File: src/rtl/core/djc_pkg.sv
package djc_pkg;

	localparam logic [1:0] OP_CLEAR   = 2'd0;
	localparam logic [1:0] OP_MEASURE = 2'd1;
	localparam logic [1:0] OP_COLOR   = 2'd2;

	// restoring divider: 2^32 + span - 1 needs 33 quotient bits
	localparam int QUO_BITS  = 33;
	localparam int DIV_STEPS = QUO_BITS;

	localparam int ONE_Q16 = 65536;

	localparam logic signed [18:0] X_HALF   = 19'sd32768;
	localparam logic signed [18:0] X_QUART  = 19'sd16384;
	localparam logic signed [18:0] X_3QUART = 19'sd49152;
	localparam logic signed [18:0] X_ONE    = 19'sd65536;

	typedef struct packed {
		logic load_item;
		logic range_clear;
		logic range_measure;
		logic div_init;
		logic div_step;
		logic div_last;
		logic mul;
		logic blend;
	} djc_cmd_t;

	typedef struct packed {
		logic need_div;
	} djc_stat_t;

	// jet trapezoid, Q16 in and out
	function automatic logic [16:0] trapezoid(input logic signed [18:0] x);
		logic signed [18:0] v;
		if (x <= -X_3QUART) begin
			v = '0;
		end else if (x <= -X_QUART) begin
			v = (x + X_3QUART) <<< 1;
		end else if (x <= X_QUART) begin
			v = X_ONE;
		end else if (x <= X_3QUART) begin
			v = (X_3QUART - x) <<< 1;
		end else begin
			v = '0;
		end
		return v[16:0];
	endfunction

	// floor((base*255 + colour*2^16) / 2^17)
	function automatic logic [7:0] blend(input logic [16:0] base, input logic [7:0] colour);
		logic [24:0] b;
		logic [24:0] s;
		b = {8'b0, base};
		s = (b << 8) - b + {1'b0, colour, 16'b0};
		return s[24:17];
	endfunction

endpackage

File: src/rtl/core/djc_ctrl.sv
module djc_ctrl
	import djc_pkg::*;
(
	input  logic      clk,
	input  logic      arst_n,
	input  logic      start,
	input  logic [1:0] op,
	input  djc_stat_t stat,
	output djc_cmd_t  cmd,
	output logic      busy,
	output logic      done
);

	localparam logic [1:0] ST_IDLE  = 2'd0;
	localparam logic [1:0] ST_DIV   = 2'd1;
	localparam logic [1:0] ST_MUL   = 2'd2;
	localparam logic [1:0] ST_BLEND = 2'd3;

	localparam int CntW = $clog2(DIV_STEPS);

	logic [1:0]      state_q, state_d;
	logic [CntW-1:0] cnt_q;
	logic            done_q;
	logic            div_last;

	assign busy     = (state_q != ST_IDLE);
	assign done     = done_q;
	assign div_last = (cnt_q == CntW'(DIV_STEPS - 1));

	always_comb begin
		cmd     = '0;
		state_d = state_q;
		unique case (state_q)
			ST_IDLE: begin
				if (start) begin
					unique case (op)
						OP_CLEAR:   cmd.range_clear = 1'b1;
						OP_MEASURE: cmd.range_measure = 1'b1;
						OP_COLOR: begin
							cmd.load_item = 1'b1;
							if (stat.need_div) begin
								cmd.div_init = 1'b1;
								state_d      = ST_DIV;
							end else begin
								state_d = ST_MUL;
							end
						end
						default: ;
					endcase
				end
			end
			ST_DIV: begin
				cmd.div_step = 1'b1;
				if (div_last) begin
					cmd.div_last = 1'b1;
					state_d      = ST_MUL;
				end
			end
			ST_MUL: begin
				cmd.mul = 1'b1;
				state_d = ST_BLEND;
			end
			ST_BLEND: begin
				cmd.blend = 1'b1;
				state_d   = ST_IDLE;
			end
			default: state_d = ST_IDLE;
		endcase
	end

	always_ff @(posedge clk or negedge arst_n) begin
		if (!arst_n) begin
			state_q <= ST_IDLE;
			cnt_q   <= '0;
			done_q  <= 1'b0;
		end else begin
			state_q <= state_d;
			done_q  <= cmd.blend;
			if (state_q == ST_DIV) begin
				cnt_q <= cnt_q + CntW'(1);
			end else begin
				cnt_q <= '0;
			end
		end
	end

	a_done_after_blend: assert property (@(posedge clk) disable iff (!arst_n)
		done |-> $past(state_q) == ST_BLEND)
		else $error("result strobe without a blend step");

	a_div_exits_to_mul: assert property (@(posedge clk) disable iff (!arst_n)
		state_q == ST_DIV |=> state_q == ST_DIV || state_q == ST_MUL)
		else $error("divider left to the wrong state");

	a_div_length: assert property (@(posedge clk) disable iff (!arst_n)
		$rose(state_q == ST_DIV) |-> cnt_q == '0)
		else $error("divider step count not cleared on entry");

endmodule

File: src/rtl/core/djc_dp.sv
module djc_dp
	import djc_pkg::*;
#(
	parameter int DEPTH_BITS = 16
) (
	input  logic                  clk,
	input  logic                  arst_n,
	input  djc_cmd_t              cmd,
	output djc_stat_t             stat,
	input  logic [DEPTH_BITS-1:0] depth,
	input  logic [7:0]            red,
	input  logic [7:0]            green,
	input  logic [7:0]            blue,
	output logic [7:0]            chan_zero,
	output logic [7:0]            chan_one,
	output logic [7:0]            chan_two,
	output logic                  depth_valid,
	output logic                  range_flat
);

	localparam int PW = DEPTH_BITS + 32;
	localparam int TW = DEPTH_BITS + 16;

	logic [DEPTH_BITS-1:0] range_min_q, range_max_q;
	logic [31:0]           recip_q;
	logic                  recip_ready_q;

	logic [DEPTH_BITS-1:0] diff_q;
	logic [7:0]            red_q, green_q, blue_q;
	logic                  valid_q, flat_q;

	logic [DEPTH_BITS-1:0] rem_q;
	logic [QUO_BITS-1:0]   num_q;
	logic [PW-1:0]         prod_q;

	logic [7:0] chan_zero_q, chan_one_q, chan_two_q;
	logic       depth_valid_q, range_flat_q;

	logic                  flat_now;
	logic [DEPTH_BITS-1:0] span;
	logic [DEPTH_BITS:0]   trial;
	logic                  ge;
	logic [QUO_BITS-1:0]   quo_next;
	logic [16:0]           t;
	logic signed [18:0]    ts;

	assign flat_now      = (range_max_q <= range_min_q);
	assign stat.need_div = (depth != '0) && !flat_now && !recip_ready_q;
	assign span          = range_max_q - range_min_q;

	assign trial    = {rem_q, num_q[QUO_BITS-1]};
	assign ge       = (trial >= {1'b0, span});
	assign quo_next = {num_q[QUO_BITS-2:0], ge};

	assign t  = (prod_q[PW-1:16] > TW'(ONE_Q16)) ? 17'h10000 : prod_q[32:16];
	assign ts = $signed({2'b00, t});

	always_ff @(posedge clk or negedge arst_n) begin
		if (!arst_n) begin
			range_min_q   <= '1;
			range_max_q   <= '0;
			recip_q       <= '0;
			recip_ready_q <= 1'b0;
		end else begin
			if (cmd.range_clear) begin
				range_min_q   <= '1;
				range_max_q   <= '0;
				recip_ready_q <= 1'b0;
			end
			if (cmd.range_measure && depth != '0) begin
				if (depth < range_min_q) begin
					range_min_q   <= depth;
					recip_ready_q <= 1'b0;
				end
				if (depth > range_max_q) begin
					range_max_q   <= depth;
					recip_ready_q <= 1'b0;
				end
			end
			if (cmd.div_last) begin
				recip_q       <= quo_next[QUO_BITS-1] ? '1 : quo_next[31:0];
				recip_ready_q <= 1'b1;
			end
		end
	end

	always_ff @(posedge clk) begin
		if (cmd.load_item) begin
			diff_q  <= (depth <= range_min_q) ? '0 : depth - range_min_q;
			red_q   <= red;
			green_q <= green;
			blue_q  <= blue;
			valid_q <= (depth != '0);
			flat_q  <= flat_now;
		end
		if (cmd.div_init) begin
			rem_q <= '0;
			num_q <= {1'b1, 32'b0} + QUO_BITS'(span) - QUO_BITS'(1);
		end else if (cmd.div_step) begin
			rem_q <= ge ? DEPTH_BITS'(trial - {1'b0, span}) : trial[DEPTH_BITS-1:0];
			num_q <= quo_next;
		end
		if (cmd.mul) begin
			prod_q <= PW'(diff_q) * PW'(recip_q);
		end
		if (cmd.blend) begin
			depth_valid_q <= valid_q;
			range_flat_q  <= flat_q;
			if (valid_q && !flat_q) begin
				chan_zero_q <= blend(trapezoid(ts - X_HALF), red_q);
				chan_one_q  <= blend(trapezoid(ts), green_q);
				chan_two_q  <= blend(trapezoid(ts + X_HALF), blue_q);
			end else begin
				chan_zero_q <= '0;
				chan_one_q  <= '0;
				chan_two_q  <= '0;
			end
		end
	end

	assign chan_zero   = chan_zero_q;
	assign chan_one    = chan_one_q;
	assign chan_two    = chan_two_q;
	assign depth_valid = depth_valid_q;
	assign range_flat  = range_flat_q;

	a_ready_after_div: assert property (@(posedge clk) disable iff (!arst_n)
		cmd.div_last |=> recip_ready_q)
		else $error("reciprocal not marked ready after division");

	a_ready_needs_span: assert property (@(posedge clk) disable iff (!arst_n)
		recip_ready_q |-> range_max_q > range_min_q)
		else $error("reciprocal ready on a flat range");

	a_clear_empties: assert property (@(posedge clk) disable iff (!arst_n)
		cmd.range_clear |=> range_max_q == '0 && !recip_ready_q)
		else $error("range clear did not take effect");

endmodule

File: src/rtl/core/depth_jet_colorize_blend.sv
// Depth jet colorizer. A transaction is taken when start is high and busy is
// low. Op 0 (clear) and op 1 (measure) finish in the accepting cycle and leave
// busy low, so they stream at one per clock. Op 2 (colorize) raises busy for
// its multiply step, then its trapezoid and blend step, and puts its result on
// the channel ports with done high for exactly one cycle; it can be followed
// by the next transaction in that same cycle, but a new pixel is not taken
// while the last one is still in flight. The first op 2 with a nonzero depth
// on a non-flat range after the range has been cleared or has changed also
// recomputes the range reciprocal in a restoring divider that retires one
// quotient bit per clock, with busy high. The receiver cannot stall: done is a
// strobe and the result must be taken in that cycle. Ops 0, 1 and 3 produce no result.
module depth_jet_colorize_blend
	import djc_pkg::*;
#(
	parameter int DEPTH_BITS = 16
) (
	input  logic                  clk,
	input  logic                  arst_n,
	input  logic                  start,
	output logic                  busy,
	input  logic [1:0]            op,
	input  logic [DEPTH_BITS-1:0] depth,
	input  logic [7:0]            red,
	input  logic [7:0]            green,
	input  logic [7:0]            blue,
	output logic                  done,
	output logic [7:0]            chan_zero,
	output logic [7:0]            chan_one,
	output logic [7:0]            chan_two,
	output logic                  depth_valid,
	output logic                  range_flat
);

	djc_cmd_t  cmd;
	djc_stat_t stat;

	djc_ctrl u_ctrl (
		.clk    (clk),
		.arst_n (arst_n),
		.start  (start),
		.op     (op),
		.stat   (stat),
		.cmd    (cmd),
		.busy   (busy),
		.done   (done)
	);

	djc_dp #(
		.DEPTH_BITS (DEPTH_BITS)
	) u_dp (
		.clk         (clk),
		.arst_n      (arst_n),
		.cmd         (cmd),
		.stat        (stat),
		.depth       (depth),
		.red         (red),
		.green       (green),
		.blue        (blue),
		.chan_zero   (chan_zero),
		.chan_one    (chan_one),
		.chan_two    (chan_two),
		.depth_valid (depth_valid),
		.range_flat  (range_flat)
	);

endmodule

File: config.mk
export PLATFORM = sky130hd
export DESIGN_NAME = depth_jet_colorize_blend
export DESIGN_NICKNAME = d
export VERILOG_FILES = /design/src/rtl/core/djc_pkg.sv /design/src/rtl/core/djc_ctrl.sv /design/src/rtl/core/djc_dp.sv /design/src/rtl/core/depth_jet_colorize_blend.sv
export SDC_FILE = /design/constraint.sdc
export NUM_CORES = 2
export LEC_CHECK = 0
export ABC_AREA = 0
export BUFFER_PORTS_ARGS = -buffer_cell sky130_fd_sc_hd__buf_2
export CAP_MARGIN = 0
export CORE_MARGIN = 4
export CORE_UTILIZATION = 31
export CTS_CLUSTER_DIAMETER = 30
export DETAILED_ROUTE_END_ITERATION = 10
export PLACE_DENSITY_LB_ADDON = 0.3
export SYNTH_ARGS = -nofsm -noshare
export SYNTH_HDL_FRONTEND = slang
export SYNTH_HIERARCHICAL = 1
export SYNTH_SLANG_ARGS = --single-unit
File: constraint.sdc
create_clock -name clk -period 6.82 [get_ports clk]
set_input_delay 1.364 -clock clk [delete_from_list [all_inputs] [get_ports clk]]
set_output_delay 1.364 -clock clk [all_outputs]
set_load 0.02 [all_outputs]
## After elaboration in Yosys (flattened, before gate mapping)

Index checks and enable logic that the tools add are counted.

| storage, ports and cells | value |
|---|---|
| register bits after elaboration | 239 |
| bits in latches | 0 |
| memory bits (writable) | 0 |
| bits in read-only memories | 0 |
| bits of input ports | 45 |
| output and inout bits | 28 |
| word-level logic and storage cells | 133 |
| memories kept | 0 |

| cells by class | value |
|---|---|
| add/subtract/negate cells | 20 |
| multiply operators | 1 |
| div/mod/pow operators | 0 |
| magnitude comparators | 18 |
| eq/ne operators | 9 |
| shifts and indexed selects | 0 |
| muxes and demuxes | 51 |
| bitwise operators | 0 |
| reductions and logical operators | 13 |

Operators by type and width:

| cell | number |
|---|---|
| 17-bit two-way mux | 19 |
| 16-bit two-way mux | 7 |
| 25-bit by 24-bit adder with 25-bit output | 3 |
| 25-bit by 17-bit subtractor with 25-bit output | 3 |
| 33-bit two-way mux | 2 |
| 18-bit by 15-bit <= comparator with 1-bit output, second input constant | 3 |
| 18-bit by 17-bit <= comparator with 1-bit output, second input constant | 3 |
| 16-bit by 32-bit multiplier with 48-bit output | 1 |
| 16-bit subtractor | 3 |
| 18-bit by 16-bit <= comparator with 1-bit output, second input constant | 2 |
| 33-bit by 16-bit adder with 33-bit output, first input constant | 1 |
| 33-bit by 1-bit subtractor with 33-bit output, second input constant | 1 |
| 16-bit by 15-bit adder with 16-bit output, second input constant | 2 |
| 32-bit by 17-bit greater-than comparator with 1-bit output, second input constant | 1 |
| 16-bit <= comparator | 2 |
| 32-bit two-way mux | 1 |
| 15-bit by 16-bit subtractor with 16-bit output, first input constant | 2 |
| 19-bit by 15-bit <= comparator with 1-bit output, second input constant | 1 |
| 19-bit by 17-bit <= comparator with 1-bit output, second input constant | 1 |
| 17-bit by 16-bit adder with 18-bit output, second input constant | 1 |
| 17-bit by 16-bit subtractor with 18-bit output, second input constant | 1 |
| 17-bit by 16-bit >= comparator with 1-bit output | 1 |
| 17-bit by 15-bit <= comparator with 1-bit output, second input constant | 1 |
| 17-bit by 16-bit <= comparator with 1-bit output, second input constant | 1 |
| 21 further kinds | 49 |

## Longest topological paths before layout

| depth | value |
|---|---|
| depth in word-level cells | 13 |
| mapped depth | 33 |
| gate-level depth less buffers | 29 |

## Modules after synthesis

The synthesis kept the hierarchy.

Modules (own cells, without submodules):

| module | instances | cells an instance | area an instance (µm²) | sequential area each (µm²) |
|---|---|---|---|---|
| djc_dp | 1 | 3339 | 29763.5 | 5960.7 |
| djc_ctrl | 1 | 49 | 519.2 | 225.2 |

## Worst setup path after synthesis

No wires, ideal clock.

| path | value |
|---|---|
| path type | register -> register |
| start | register u_dp.prod_q[19] |
| end | register u_dp.chan_zero_q[7], in the netlist u_dp/chan_zero[7], data pin |
| library setup time | 144 ps |
| data arrival time | 7228 ps |
| required time | 6676 ps |
| path slack | -552 ps |
| stages on the path, launching flop included | 34 |
| path buffers | 5 |
| path through | edfxtp_1 -> buf_4 -> nor4_4 -> nand4_2 -> o31a_4 -> nor2_1 -> clkbuf_1 -> buf_1 -> nand2_1 -> ha_1 -> clkbuf_1 -> nor2b_1 -> o31ai_1 -> o41ai_4 -> or2_2 -> clkbuf_1 -> nor4_1 -> o21ai_0 -> o31ai_1 -> a21oi_1 -> ha_1 -> ha_1 -> a21o_1 -> a21o_1 -> a21o_1 -> a21o_1 -> a21o_1 -> a21oi_1 -> a2bb2oi_1 -> o31ai_4 -> o41ai_4 -> o21ai_2 -> a2111o_1 -> o21ai_1 |

| between the ends | value |
|---|---|
| cells in the longest elaborated chain, start to end | 12 |
| elaborated cells between the ends (all ways) | 17 |

Ends and longest elaborated chain:

| element | line | source |
|---|---|---|
| start, declared | djc_dp.sv:34 | `logic [PW-1:0] prod_q;` |
| start signal, assigned | djc_dp.sv:104 | `prod_q <= PW'(diff_q) * PW'(recip_q);` |
| 32-bit by 17-bit greater-than comparator with 1-bit output | djc_dp.sv:55 | `assign t = (prod_q[PW-1:16] > TW'(ONE_Q16)) ? 17'h10000 : prod_q[32:16];` |
| 17-bit two-way mux (*) | djc_dp.sv:55 |  |
| 17-bit by 16-bit subtractor with 18-bit output (*) | djc_dp.sv:110 | `chan_zero_q <= blend(trapezoid(ts - X_HALF), red_q);` |
| 15-bit by 16-bit subtractor with 16-bit output or 18-bit by 17-bit <= comparator with 1-bit output (tied branches) | djc_pkg.sv:43, djc_pkg.sv:42 |  |
| 17-bit two-way mux | djc_pkg.sv:42 | `end else if (x <= X_3QUART) begin` |
| 17-bit two-way mux | djc_pkg.sv:40 | `end else if (x <= X_QUART) begin` |
| 17-bit two-way mux | djc_pkg.sv:38 | `end else if (x <= -X_QUART) begin` |
| 17-bit two-way mux (*) | djc_pkg.sv:36 | `if (x <= -X_3QUART) begin` |
| 17-bit two-way mux (*) | djc_dp.sv:109 | `if (valid_q && !flat_q) begin` |
| 17-bit two-way mux (*) | djc_dp.sv:106 | `if (cmd.blend) begin` |
| 25-bit by 17-bit subtractor with 25-bit output (*) | djc_pkg.sv:55 | `s = (b << 8) - b + {1'b0, colour, 16'b0};` |
| 25-bit by 24-bit adder with 25-bit output (*) | djc_pkg.sv:55 |  |
| end signal, assigned | djc_dp.sv:110 |  |
| end, declared | djc_dp.sv:36 | `logic [7:0] chan_zero_q, chan_one_q, chan_two_q;` |

Mark *: on every way between the ends. The rest lies on a longest branch, timed or not. The select of a mux whose other input is x is not followed.
A chain may end at the register's enable or synchronous reset.

## Final worst setup path

| path | value |
|---|---|
| start | register u_dp.diff_q[5] |
| end | register u_dp.prod_q[44], data pin |

| between the ends | value |
|---|---|
| cells in the longest elaborated chain, start to end | 1 |

Ends and longest elaborated chain:

| element | line | source |
|---|---|---|
| start, declared | djc_dp.sv:28 | `logic [DEPTH_BITS-1:0] diff_q;` |
| start signal, assigned | djc_dp.sv:89 | `diff_q <= (depth <= range_min_q) ? '0 : depth - range_min_q;` |
| 16-bit by 32-bit multiplier with 48-bit output | djc_dp.sv:104 |  |

No other way between the ends.

==> qor.txt <==
Fillers -> 9,835
# diodes -> 0
Number of I/O port buffers -> 72
Worst vdd ir -> 230 uV
Net count after synthesis -> 4,136
Core region area -> 0.0969 mm^2
Pre-Repair DR Iteration Count -> 6
Hold worst-path end -> u_dp/rem_q[15]$_SDFFE_PP0P_
Cell at the slowest stage of the critical path -> fa_1
CTS buffer count -> 56
Antenna violation net count after detailed routing -> 0
Main flop type after synthesis -> edfxtp_1
Distinct cell type count after synthesis -> 88
Async SR Flop Fraction -> 33.2%
HP Class -> flip-flop to flip-flop
Area of the multi-input gates -> 0.0214 mm^2
Root Driver -> clkbuf_16
Worst setup EP type -> flip-flop
Max cap viols -> 0
Dpl hpwl -> 64,400 um
Chip Width -> 321 um
Layout Nets -> 4,338
Hold Crit Depth -> 1
Fmax -> 0.148 GHz
CTS tree -> done
YS warnings -> 6
Outcome -> finished clean
Post-route DRC -> 0
Iteration-0 DRC Markers -> 1,216
Unrepaired setup endpoints after global routing -> yes
Initial core utilization -> 31.3%
Sequential standard cell area -> 0.00619 mm^2
Largest net degree at the start of global routing -> 66
Leak -> 0.0176 uW
CTS Buffer Depth -> 3
DR vias -> 22,974
Final cycle utilization of the critical path -> 99.1%
Total power -> 8720 uW
Layout overhead on the synthesized area -> 18.0%
Crit Path Class -> flip-flop to flip-flop
Worst setup margin -> 62.9 ps
Top-level I/O count -> 73
DP Area -> 0.0333 mm^2
Share of layout cells above drive strength 1 -> 13.9%
Post-Synthesis Cells -> 3,388
Via density -> 4.68
Pwr per Cell Area -> 244 mW/mm^2
Worst Path Max Fanout -> 4
Max incr delay on CP -> 530 ps
Final count of pins violating max slew -> 0
Fin area -> 0.0357 mm^2
Min Tclk post-route -> 6760 ps
Die area -> 0.103 mm^2
Mapped Area -> 0.0303 mm^2
Worst hold start -> u_dp/rem_q[15]$_SDFFE_PP0P_
Register clock-pin slew on the reported worst setup and hold paths -> 50 ps
CTS H-tree lvls -> 2
Sum of negative setup slack -> 0 ps
Slew @ Worst Pin -> 1050 ps
Startpoint type of the worst setup path -> flip-flop
RR Startpoint -> u_dp/diff_q[5]$_SDFFCE_PP0P_
Chip height -> 321 um
Setup WS pre-CTS -> -274 ps
Vias in the first global route -> 23,873
Worst slew margin -> 29.2%
Reg2reg end -> u_dp/prod_q[44]$_DFFE_PP_
WHS -> 483 ps
Final wirelength -> 78,700 um
Number of enable flip-flop cells after synthesis -> 133
# hold bufs at CTS -> 0
Post-synthesis register bit count -> 223
Worst path arrival time -> 7070 ps
Clk Latency, worst-skew pair -> 640 ps
Hold Fails Final Rpt -> 0
Critical Path Most Common Cell -> fa_1
Gr ovfl total -> 0
Num rows -> 114
Worst reg2reg setup slack -> 60 ps
Total track usage -> 15.5%
# setup viols final -> 0
First-pass GRT wire length -> 129,000 um
Seq/Total Area, Yosys -> 20.4%
Wire per inst -> 16.0 um
Worst path cell trace -> buf_6 -> and2_1 -> fa_1 -> fa_1 -> inv_1 -> fa_1 -> inv_1 -> fa_1 -> fa_1 -> fa_1 -> ha_1 -> and4_1 -> and4_1 -> a221oi_4 -> a31oi_4 -> a21o_1 -> and3_4 -> o211ai_1 -> buf_4 -> nand2_2 -> o21a_1 -> o21a_1 -> nor3_2 -> nor2_1
Initial antenna violation count -> 0
Critical Path RT -> 7140 ps
FF-to-FF path depth -> 24
CTS Sinks -> 223
RD Place Congestion -> 0.872
Avg Cell Area, Syn -> 8.94 um^2
Post-route clock skew -> 81.9 ps
## flip-flops by register name, summed over array words and instances, names as in the netlist, 2 cells and up
signal / flops
u_dp/red_q: 8
u_dp/green_q: 8
u_ctrl/state_q: 2
u_ctrl/cnt_q: 6
u_dp/chan_two: 8
u_dp/range_min_q: 16
u_dp/prod_q: 32
u_dp/recip_q: 32
u_dp/chan_zero: 8
u_dp/range_max_q: 16
u_dp/rem_q: 16
u_dp/blue_q: 8
u_dp/chan_one: 8
u_dp/diff_q: 16
u_dp/num_q: 33
## synth_stat cells, types with 4 or more instances
master / number / area share (%)
o21a_1: 21 / 0.52
o31a_1: 5 / 0.14
nor2b_1: 20 / 0.41
xnor2_1: 59 / 1.7
or3_1: 12 / 0.25
fa_1: 423 / 28
and2_1: 172 / 3.6
dfxtp_1: 16 / 1.1
and4_1: 6 / 0.17
buf_1: 8 / 0.099
a31oi_1: 44 / 0.91
o21ai_0: 102 / 1.7
or2_2: 5 / 0.10
xor2_1: 31 / 0.90
edfxtp_1: 133 / 13
o211ai_1: 5 / 0.12
dfstp_2: 16 / 1.4
inv_1: 655 / 8.1
o31ai_1: 11 / 0.27
mux2_2: 17 / 0.63
nand3_1: 36 / 0.59
nand4_1: 26 / 0.54
a21boi_0: 8 / 0.20
a21o_1: 41 / 1.0
a211oi_1: 23 / 0.57
nor4_1: 19 / 0.39
clkbuf_1: 142 / 1.8
nor3_1: 45 / 0.74
a221o_1: 4 / 0.13
nand2b_1: 18 / 0.37
or4_1: 5 / 0.12
a21oi_1: 120 / 2.0
nor2_1: 232 / 2.9
and3_1: 15 / 0.31
nand2_1: 452 / 5.6
ha_1: 280 / 12
dfrtp_1: 58 / 4.8
o21bai_1: 7 / 0.17
nor3b_1: 6 / 0.15
o21ai_1: 6 / 0.099
mux2i_1: 13 / 0.43
## worst max path at each step
stage,end,slack [ps],depth (start not counted),startpoint
global route,u_dp/prod_q[44]$_DFFE_PP_,-160,28,u_dp/diff_q[6]$_SDFFCE_PP0P_
detailed placement,u_dp/prod_q[47]$_DFFE_PP_,-270,27,u_dp/diff_q[5]$_SDFFCE_PP0P_
floorplan,u_dp/chan_zero[7]$_SDFFCE_PN0P_,-50,32,u_dp/prod_q[18]$_DFFE_PP_
CTS,u_dp/prod_q[44]$_DFFE_PP_,1,26,u_dp/diff_q[5]$_SDFFCE_PP0P_
finish,u_dp/prod_q[44]$_DFFE_PP_,60,24,u_dp/diff_q[5]$_SDFFCE_PP0P_
global placement,u_dp/prod_q[47]$_DFFE_PP_,-210,27,u_dp/diff_q[5]$_SDFFCE_PP0P_
## placed cells by master (no fill, tap or decap), types with 13 or more instances in the layout
cell type and n:
a211oi_1 21, a21o_1 41, a21oi_1 115, a31oi_1 43, and2_1 170, buf_2 71, buf_4 213, clkbuf_16 56
dfrtp_1 55, dfstp_2 16, dfxtp_1 16, edfxtp_1 133, fa_1 416, ha_1 273, inv_1 652, mux2_2 17
mux2i_1 13, nand2_1 450, nand2b_1 18, nand3_1 36, nand4_1 26, nor2_1 230, nor2b_1 20, nor3_1 41
nor4_1 17, o21a_1 21, o21ai_0 96, xnor2_1 59, xor2_1 31
## worst max-delay path: cells and delay by family, from the launching register on
family,cells,cell delay [ps]
flip-flops,1,490
AND/OR/NAND/NOR,7,990
buffers and inverters,4,450
adder cells (fa/ha/maj),7,3220
AO/OA/AOI/OAI,6,1280
## power breakdown
part	switching [uW]	total [uW]	internal, uW	leakage (uW)
clock	885	2690	1810	0.000943
sequential	210	2080	1870	0.00235
combinational	2380	3950	1570	0.0143
## cell families after synthesis
group	after synthesis	synth area share (%)
flip-flops	223	20.4
buffers and inverters	810	10.1
AND/OR/NAND/NOR	1088	16.8
multiplexers	30	1.06
adder cells (fa/ha/maj)	703	39.5
XOR/XNOR	90	2.60
AO/OA/AOI/OAI	444	9.46
## area by class of cell
| type | count | share of cell area [%] |
|---|---|---|
| Clock buffer | 66 | 4.11 |
| Clock inverter | 40 | 1.36 |
| Inverter | 657 | 6.90 |
| Multi-Input combinational cell | 2355 | 59.8 |
| Sequential cell | 223 | 17.3 |
| Tap cell | 1276 | 4.47 |
| Timing Repair Buffer | 297 | 6.05 |
## stage by stage
| step | utilization (%) | instances |
|---|---|---|
| 2_1_floorplan | - | 3388 |
| 3_3_place_gp | 34.4 | 4787 |
| 3_5_place_dp | 34.4 | 4787 |
| 4_1_cts | 36.7 | 4905 |
| 5_1_grt | 36.9 | 4914 |
| 6_report | 36.9 | 4914 |
## layer usage
| metal | share of wire [%] | GRT usage [%] | wire length, um |
|---|---|---|---|
| met1 | 48 | 21.7 | 37400 |
| met2 | 46 | 25.1 | 35900 |
| met3 | 4.6 | 2.45 | 3600 |
| met4 | 2.3 | 3.82 | 1840 |
| met5 | 0 | 0 | 0 |
## what timing repair did
item | 4_1_cts | 5_1_grt
pin swaps | 31 | 35
buffers inserted | 11 | 10
endpoints found under the setup margin | 15 | 20
gates cloned | 1 | 0
resized for setup | 24 | 38
Note: power is estimated with default switching activity, not from simulation.
